$ cat config.mk
export PLATFORM = sky130hd
export DESIGN_NAME = eight_channel_tempo_timer
export DESIGN_NICKNAME = d
export VERILOG_FILES = /design/src/rtl/ectt_pkg.sv /design/src/rtl/eight_channel_tempo_timer.sv /design/src/rtl/ectt_divider.sv
export SDC_FILE = /design/constraint.sdc
export NUM_CORES = 2
export LEC_CHECK = 0
export BUFFER_PORTS_ARGS = -buffer_cell sky130_fd_sc_hd__clkbuf_2
export CAP_MARGIN = 15
export CORE_MARGIN = 10
export CORE_UTILIZATION = 53
export DETAILED_ROUTE_END_ITERATION = 12
export PLACE_DENSITY_LB_ADDON = 0.12
export SETUP_SLACK_MARGIN = 0.15
export SLEW_MARGIN = 0
export SYNTH_ARGS = -nofsm -noshare
export SYNTH_HDL_FRONTEND = slang
export SYNTH_SLANG_ARGS = --single-unit
$ cat constraint.sdc
create_clock -name clk_i -period 26.1 [get_ports clk_i]
set_clock_uncertainty 0.2 [all_clocks]
set_input_delay 3.915 -clock clk_i [delete_from_list [all_inputs] [get_ports clk_i]]
set_output_delay 3.915 -clock clk_i [all_outputs]
set_load 0.01 [all_outputs]
$ cat src/rtl/ectt_pkg.sv
`default_nettype none

package ectt_pkg;

  // Kind of an input item, carried on tuser.
  typedef enum logic [1:0] {
    OpTick  = 2'd0,
    OpRead  = 2'd1,
    OpWrite = 2'd2
  } op_e;

  typedef enum logic [2:0] {
    StIdle,
    StExec,
    StTick,
    StMod,
    StDiv,
    StDone
  } state_e;

  localparam logic [4:0] AddrStatus = 5'h00;
  localparam logic [4:0] AddrEnable = 5'h01;

  localparam int unsigned DividendW = 33;
  localparam int unsigned DivisorW  = 32;

  typedef struct packed {
    logic                 start;
    logic [DividendW-1:0] dividend;
    logic [DivisorW-1:0]  divisor;
  } div_req_t;

  typedef struct packed {
    logic                 done;
    logic [DividendW-1:0] quotient;
    logic [DivisorW-1:0]  remainder;
  } div_rsp_t;

endpackage

`default_nettype wire

$ cat src/rtl/eight_channel_tempo_timer.sv
`default_nettype none

// Channel  Direction  tdata                                   tuser
// s_axis   in         [7:0] address, [15:8] write_data,        [1:0] op
//                     [31:16] cycles
// m_axis   out        [7:0] read_data, [8] irq,                none
//                     [16:9] pending, [23:17] zero
//
// One item is worked on at a time; the result waits in an output register.
// A read, a status or enable write, or an unknown op goes from StExec to StDone.
// A tempo write waits in StDiv while a 33-step serial divider works out the interval.
// A tick visits the timers one at a time in StTick; an enabled timer whose counter
// reaches its interval waits in StMod while the same divider reduces that counter.
// Reset is asynchronous; a full output register holds StDone and stops new input.
module eight_channel_tempo_timer #(
  parameter int unsigned CLOCK_HZ   = 8000000,
  parameter int unsigned NUM_TIMERS = 8
) (
  input  wire         clk_i,
  input  wire         rst_ni,
  input  wire         s_axis_tvalid,
  output logic        s_axis_tready,
  input  wire  [31:0] s_axis_tdata,   // address, write_data, cycles
  input  wire  [1:0]  s_axis_tuser,   // op
  output logic        m_axis_tvalid,
  input  wire         m_axis_tready,
  output logic [23:0] m_axis_tdata    // read_data, irq, pending
);
  import ectt_pkg::*;

  localparam int unsigned IdxW = (NUM_TIMERS > 1) ? $clog2(NUM_TIMERS) : 1;
  localparam logic [IdxW-1:0] LastIdx = IdxW'(NUM_TIMERS - 1);
  localparam logic [3:0] NumTimersW = 4'(NUM_TIMERS);
  localparam logic [63:0] TicksPerMinL = 64'd60 * 64'(CLOCK_HZ);
  localparam logic [31:0] TicksPerMin = TicksPerMinL[31:0];

  state_e state_q, state_d;

  op_e         op_q;
  logic [4:0]  addr_q;
  logic [7:0]  data_q;
  logic [15:0] cycles_q;

  logic [IdxW-1:0]       idx_q, idx_d;
  logic [7:0]            rd_q, rd_d;
  logic [7:0]            status_q, status_d;
  logic [NUM_TIMERS-1:0] enable_q, enable_d;
  logic [15:0]           tempo_q [NUM_TIMERS];
  logic [15:0]           tempo_d [NUM_TIMERS];
  logic [31:0]           interval_q [NUM_TIMERS];
  logic [31:0]           interval_d [NUM_TIMERS];
  logic [31:0]           count_q [NUM_TIMERS];
  logic [31:0]           count_d [NUM_TIMERS];

  logic        out_valid_q, out_valid_d;
  logic [23:0] out_data_q, out_data_d;

  div_req_t div_req;
  div_rsp_t div_rsp;

  logic                  accept;
  logic [32:0]           sum;
  logic                  advance;
  logic [2:0]            tsel;
  logic                  tvalid;
  logic [IdxW-1:0]       tidx;
  logic [15:0]           new_tempo;
  logic [NUM_TIMERS-1:0] new_enable;
  logic [NUM_TIMERS-1:0] rising;

  ectt_divider u_divider (
    .clk_i  (clk_i),
    .rst_ni (rst_ni),
    .req_i  (div_req),
    .rsp_o  (div_rsp)
  );

  assign s_axis_tready = (state_q == StIdle);
  assign accept        = s_axis_tvalid && s_axis_tready;
  assign m_axis_tvalid = out_valid_q;
  assign m_axis_tdata  = out_data_q;

  always_comb begin
    state_d     = state_q;
    idx_d       = idx_q;
    rd_d        = rd_q;
    status_d    = status_q;
    enable_d    = enable_q;
    tempo_d     = tempo_q;
    interval_d  = interval_q;
    count_d     = count_q;
    out_valid_d = out_valid_q && !m_axis_tready;
    out_data_d  = out_data_q;
    div_req     = '0;
    advance     = 1'b0;

    sum        = {1'b0, count_q[idx_q]} + {17'b0, cycles_q};
    tsel       = addr_q[3:1];
    tvalid     = addr_q[4] && ({1'b0, tsel} < NumTimersW);
    tidx       = tsel[IdxW-1:0];
    new_tempo  = addr_q[0] ? {tempo_q[tidx][15:8], data_q} : {data_q, tempo_q[tidx][7:0]};
    new_enable = data_q[NUM_TIMERS-1:0];
    rising     = new_enable & ~enable_q;

    case (state_q)
      StIdle: begin
        if (accept) begin
          state_d = StExec;
        end
      end
      StExec: begin
        rd_d    = 8'h00;
        state_d = StDone;
        case (op_q)
          OpTick: begin
            idx_d   = '0;
            state_d = StTick;
          end
          OpRead: begin
            if (addr_q == AddrStatus) begin
              rd_d = status_q;
            end else if (addr_q == AddrEnable) begin
              rd_d = 8'(enable_q);
            end else if (tvalid) begin
              rd_d = addr_q[0] ? tempo_q[tidx][7:0] : tempo_q[tidx][15:8];
            end
          end
          OpWrite: begin
            if (addr_q == AddrStatus) begin
              status_d = status_q & ~data_q;
            end else if (addr_q == AddrEnable) begin
              for (int i = 0; i < NUM_TIMERS; i++) begin
                if (rising[i]) begin
                  count_d[i] = '0;
                end
              end
              enable_d = new_enable;
            end else if (tvalid) begin
              if (new_tempo == 16'd0) begin
                new_tempo = 16'd1;
              end
              tempo_d[tidx]    = new_tempo;
              idx_d            = tidx;
              div_req.start    = 1'b1;
              div_req.dividend = {1'b0, TicksPerMin};
              div_req.divisor  = {16'b0, new_tempo};
              state_d          = StDiv;
            end
          end
          default: begin
          end
        endcase
      end
      StTick: begin
        if (enable_q[idx_q] && (sum >= {1'b0, interval_q[idx_q]})) begin
          status_d[idx_q]  = 1'b1;
          div_req.start    = 1'b1;
          div_req.dividend = sum;
          div_req.divisor  = interval_q[idx_q];
          state_d          = StMod;
        end else begin
          // A disabled counter sticks at all ones rather than wrapping.
          if (!enable_q[idx_q] && sum[32]) begin
            count_d[idx_q] = '1;
          end else begin
            count_d[idx_q] = sum[31:0];
          end
          advance = 1'b1;
        end
      end
      StMod: begin
        if (div_rsp.done) begin
          count_d[idx_q] = div_rsp.remainder;
          state_d        = StTick;
          advance        = 1'b1;
        end
      end
      StDiv: begin
        if (div_rsp.done) begin
          if (div_rsp.quotient == '0) begin
            interval_d[idx_q] = 32'd1;
          end else begin
            interval_d[idx_q] = div_rsp.quotient[31:0];
          end
          state_d = StDone;
        end
      end
      StDone: begin
        if (!out_valid_q || m_axis_tready) begin
          out_valid_d = 1'b1;
          out_data_d  = {7'b0, status_q, (status_q != 8'h00), rd_q};
          state_d     = StIdle;
        end
      end
      default: begin
        state_d = StIdle;
      end
    endcase

    if (advance) begin
      if (idx_q == LastIdx) begin
        state_d = StDone;
      end else begin
        idx_d = idx_q + IdxW'(1);
      end
    end
  end

  always_ff @(posedge clk_i or negedge rst_ni) begin
    if (!rst_ni) begin
      state_q     <= StIdle;
      out_valid_q <= 1'b0;
      idx_q       <= '0;
      status_q    <= '0;
      enable_q    <= '0;
      for (int i = 0; i < NUM_TIMERS; i++) begin
        tempo_q[i]    <= 16'd1;
        interval_q[i] <= TicksPerMin;
        count_q[i]    <= '0;
      end
    end else begin
      state_q     <= state_d;
      out_valid_q <= out_valid_d;
      idx_q       <= idx_d;
      status_q    <= status_d;
      enable_q    <= enable_d;
      tempo_q     <= tempo_d;
      interval_q  <= interval_d;
      count_q     <= count_d;
    end
  end

  always_ff @(posedge clk_i) begin
    if (accept) begin
      op_q     <= op_e'(s_axis_tuser);
      addr_q   <= s_axis_tdata[4:0];
      data_q   <= s_axis_tdata[15:8];
      cycles_q <= s_axis_tdata[31:16];
    end
    rd_q       <= rd_d;
    out_data_q <= out_data_d;
  end

endmodule

`default_nettype wire

$ cat src/rtl/ectt_divider.sv
`default_nettype none

// Restoring divider, one quotient bit per cycle. The divisor must be nonzero.
module ectt_divider (
  input  wire                 clk_i,
  input  wire                 rst_ni,
  input  ectt_pkg::div_req_t  req_i,
  output ectt_pkg::div_rsp_t  rsp_o
);
  import ectt_pkg::*;

  localparam int unsigned CntW = $clog2(DividendW + 1);
  localparam logic [CntW-1:0] Steps = CntW'(DividendW);

  logic [DivisorW-1:0]  rem_q, rem_d;
  logic [DividendW-1:0] quo_q, quo_d;
  logic [DivisorW-1:0]  div_q, div_d;
  logic [CntW-1:0]      cnt_q, cnt_d;
  logic                 busy_q, busy_d;
  logic                 done_q, done_d;

  logic [DivisorW:0] trial;
  logic [DivisorW:0] diff;
  logic              fits;

  always_comb begin
    trial  = {rem_q, quo_q[DividendW-1]};
    diff   = trial - {1'b0, div_q};
    fits   = trial >= {1'b0, div_q};
    rem_d  = rem_q;
    quo_d  = quo_q;
    div_d  = div_q;
    cnt_d  = cnt_q;
    busy_d = busy_q;
    done_d = 1'b0;
    if (req_i.start) begin
      rem_d  = '0;
      quo_d  = req_i.dividend;
      div_d  = req_i.divisor;
      cnt_d  = Steps;
      busy_d = 1'b1;
    end else if (busy_q) begin
      // When the trial fits, the difference is below the divisor and fits its width.
      rem_d = fits ? diff[DivisorW-1:0] : trial[DivisorW-1:0];
      quo_d = {quo_q[DividendW-2:0], fits};
      cnt_d = cnt_q - CntW'(1);
      if (cnt_q == CntW'(1)) begin
        busy_d = 1'b0;
        done_d = 1'b1;
      end
    end
  end

  always_ff @(posedge clk_i or negedge rst_ni) begin
    if (!rst_ni) begin
      busy_q <= 1'b0;
      done_q <= 1'b0;
      cnt_q  <= '0;
    end else begin
      busy_q <= busy_d;
      done_q <= done_d;
      cnt_q  <= cnt_d;
    end
  end

  always_ff @(posedge clk_i) begin
    rem_q <= rem_d;
    quo_q <= quo_d;
    div_q <= div_d;
  end

  assign rsp_o.done      = done_q;
  assign rsp_o.quotient  = quo_q;
  assign rsp_o.remainder = rem_q;

endmodule

`default_nettype wire

==> impl_results.md <==
- Run status: finished, final reports clean
- Period utilization: 0.410
- Crit path largest cell delay: around 910 ps
- Pre-Repair DR Iteration Count: 5
- Worst path required time: between 20000 and 30000 ps
- R2R setup slack: 15390 ps
- Unrepaired setup endpoints after global routing: no
- R2r endpoint: u_divider.quo_q[0]
- Mapped Area: 0.0394 sq mm
- Synth area leader: dfrtp_1
- Die Ht: around 300 um
- Ys Warns: 0
- LEAKAGE: ~19 nW
- Worst setup path class: reg2reg
- Vias per cell: 6.71
- Final Power: between 0.004 and 0.005 W
- GPL Wtd Cong: between 0.9 and 1
- Hold Path Class: reg2reg
- Worst slack, placed: between 15000 and 20000 ps
- Post-synth EDFFs: between 100 and 150
- Num rows: between 90 and 100
- RR Startpoint: idx_q[0]
- Syn Inst Count: around 3400
- Clk_lat worst skew: roughly 650 ps
- Fill count: roughly 6000
- Max FO, Critical Path: 47
- CTS H-tree depth: 3
- Min Tclk post-route: approximately 11000 ps
- CP startpoint kind: register
- Worst r2r path cells: 28
- Footprint of the multi-input gates: 0.0169 sq mm
- Nets: roughly 3500
- Yosys top cell area share: 0.370
- Vias in the first global route: 29798
- Cells after DPL: roughly 4300
- Avg Inst Size Synth: approximately 11 sq um
- Fin cells: around 4400
- Main synth FF type: dfrtp_1
- Setup TNS: 0 ps
- Initial antenna violation count: 4
- PostCTS Resize Cnt: 0
- Instance count on the critical path: 28
- CTS tree: built
- Flops & latches, synth: about 820
- Crit end category: register
- N_diodes: 0
- Global-route wire length before repair: roughly 190 mm
- Power Density: roughly 110 mW/mm^2
- DR WL/cell: between 20 and 30 um
- Pins Over Slew Limit: 0
- CTS sink cnt: around 820
- Largest net degree at the start of global routing: ~190
- Antenna viol nets, final: 0
- Clk pin slew, worst setup/hold paths: 60 ps
- CP Capture Point: u_divider.quo_q[0]
- Worst-margin pin slew: between 1000 and 1500 ps
- Dpl hpwl: 81.0 mm
- Area contributors post-synth: dfrtp_1 (37%), mux2_2 (9.7%), edfxtp_1 (9.2%)
- Worst Path Arrival: 10870 ps
- Final WS setup: ~15000 ps
- Setup violations, final: 0
- # DRC: 0
- CP Buf/Inv Count: 7
- Port bufs: between 50 and 60
- DIE AREA: 0.0857 sq mm
- Initial Utilization: 0.538
- Fin. Hold Viols: 0
- Initial drt markers: between 3000 and 4000
- Share of post-route cells with drive strength above 1: 0.222
- Vias: approximately 30000
- CTS buffer count: 89
- Clk buf depth: 3
- Root Driver: clkbuf_16
- Core Area: around 0.073 sq mm
- Post-cts hold buffer count: 0
- VDD IR-drop max: a little over 70 uV
- GR Util All Layers: 0.291
- Fmax: 0.0933 GHz
- Slowest CP cell: a221oi_1
- I/O pin total: between 60 and 70
- Register area share after synthesis: 0.537
- Overflow after GRT: 0
- Post-CTS Repair Setup Buffers: 0
- Critical path origin: idx_q[0]
- Drt total wl: around 130 mm
- Cell family with most CP delay: compound AO/OA/AOI/OAI gates
- Max capacitance violation total: 0
- Netlist cell types: 87
- Asr flop ratio synth: 0.814
- Worst path most repeated cell: buf_4
- Die Wd: approximately 290 um
- Area Growth Syn to Fin: 10.1%
- Commonest non-fill, non-tap cells in the layout: dfrtp_1 (579), mux2_2 (341), nand2_1 (265)
- Final core utilization: 0.592
- Leading cell type in the layout, fill and taps excluded: dfrtp_1
- FF/Latch Area: 0.0212 sq mm
- Slew HR: 0.195
registers in the layout, summed over array words and instances (netlist names), 2 cells and up:
register	count
count_q	256
interval_q	256
tempo_q	128
u_divider.quo_q	33
u_divider.div_q	32
u_divider.rem_q	32
m_axis_tdata	17
cycles_q	16
data_q	8
enable_q	8
rd_q	8
status_q	8
u_divider.cnt_q	6
addr_q	5
idx_q	3
state_q	3
op_q	2
final cells by class:
cell class / count / area share
inverters: 88 / 0.00760
flip-flops and latches: 824 / 0.488
multi-input cells: 2266 / 0.389
well taps: 959 / 0.0276
repair buffers: 134 / 0.0212
clock buffers: 139 / 0.0618
clock inverters: 25 / 0.00487
kinds of logic (layout without fill, tap and decap cells):
kind of cell	Yosys count	count (layout)	synth area share
compound gates	1006	1006	0.180
xor+xnor	56	56	0.0124
fa+ha+maj	86	86	0.0277
buf+inv	354	386	0.0372
flops	824	824	0.537
mux	417	417	0.122
other cells	1	7	0.0000951
simple gates	694	694	0.0834
worst register-to-register path, delay by kind of cell, from the launching register on:
family,cells,cell delay [ps]
AO/OA/AOI/OAI,9,3180
AND/OR/NAND/NOR,9,2860
buffers and inverters,7,2610
adder cells (fa/ha/maj),2,570
flip-flops,1,810
XOR/XNOR,1,210
power by group:
| group | leakage, nW | internal [W] | switching, W | total, W |
|---|---|---|---|---|
| Combinational | 7.44 | 0.000609 | 0.00121 | 0.00182 |
| Clock | 1.43 | 0.000734 | 0.000518 | 0.00125 |
| Sequential | 10.4 | 0.00157 | 0.000236 | 0.00181 |
| Total | 19.3 | 0.00291 | 0.00197 | 0.00488 |
how the worst min path moves through the flow:
| stage | endpoint | cells past startpoint | slack (ps) | startpoint |
|---|---|---|---|---|
| after CTS | m_axis_tdata[4] | 0 | 220 | rd_q[4] |
| after global placement | m_axis_tdata[4] | 0 | 210 | rd_q[4] |
| after floorplan | m_axis_tdata[0] | 0 | 200 | rd_q[0] |
| after global routing | m_axis_tdata[2] | 0 | 220 | rd_q[2] |
| after detailed placement | m_axis_tdata[4] | 0 | 210 | rd_q[4] |
| final | m_axis_tdata[5] | 0 | 220 | rd_q[5] |
synthesized netlist by cell type (all sizes together), types with 87 or more instances:
library cell	instances
a21oi	158
a22o	153
a22oi	137
buf	104
clkbuf	162
dfrtp	583
dfstp	88
edfxtp	121
inv	87
mux2	341
nand2	275
nor2	132
o21ai	223
metrics by stage:
step / hold WS (ps) / instance area (sq um)
after floorplan: 200 / 39500
after global placement: 208 / 40500
after detailed placement: 205 / 40500
after CTS: 222 / 43400
after global routing: 223 / 43400
final: 222 / 43400
routing by layer:
| metal | up-vias | wire, um | GRT usage |
|---|---|---|---|
| li1 | 12739 | - | - |
| met1 | 15230 | 52400 | 0.392 |
| met2 | 1462 | 56600 | 0.446 |
| met3 | 322 | 12400 | 0.0700 |
| met4 | 2 | 5210 | 0.119 |
| met5 | - | 13 | 0 |
Power figures use the tool's default switching activity.
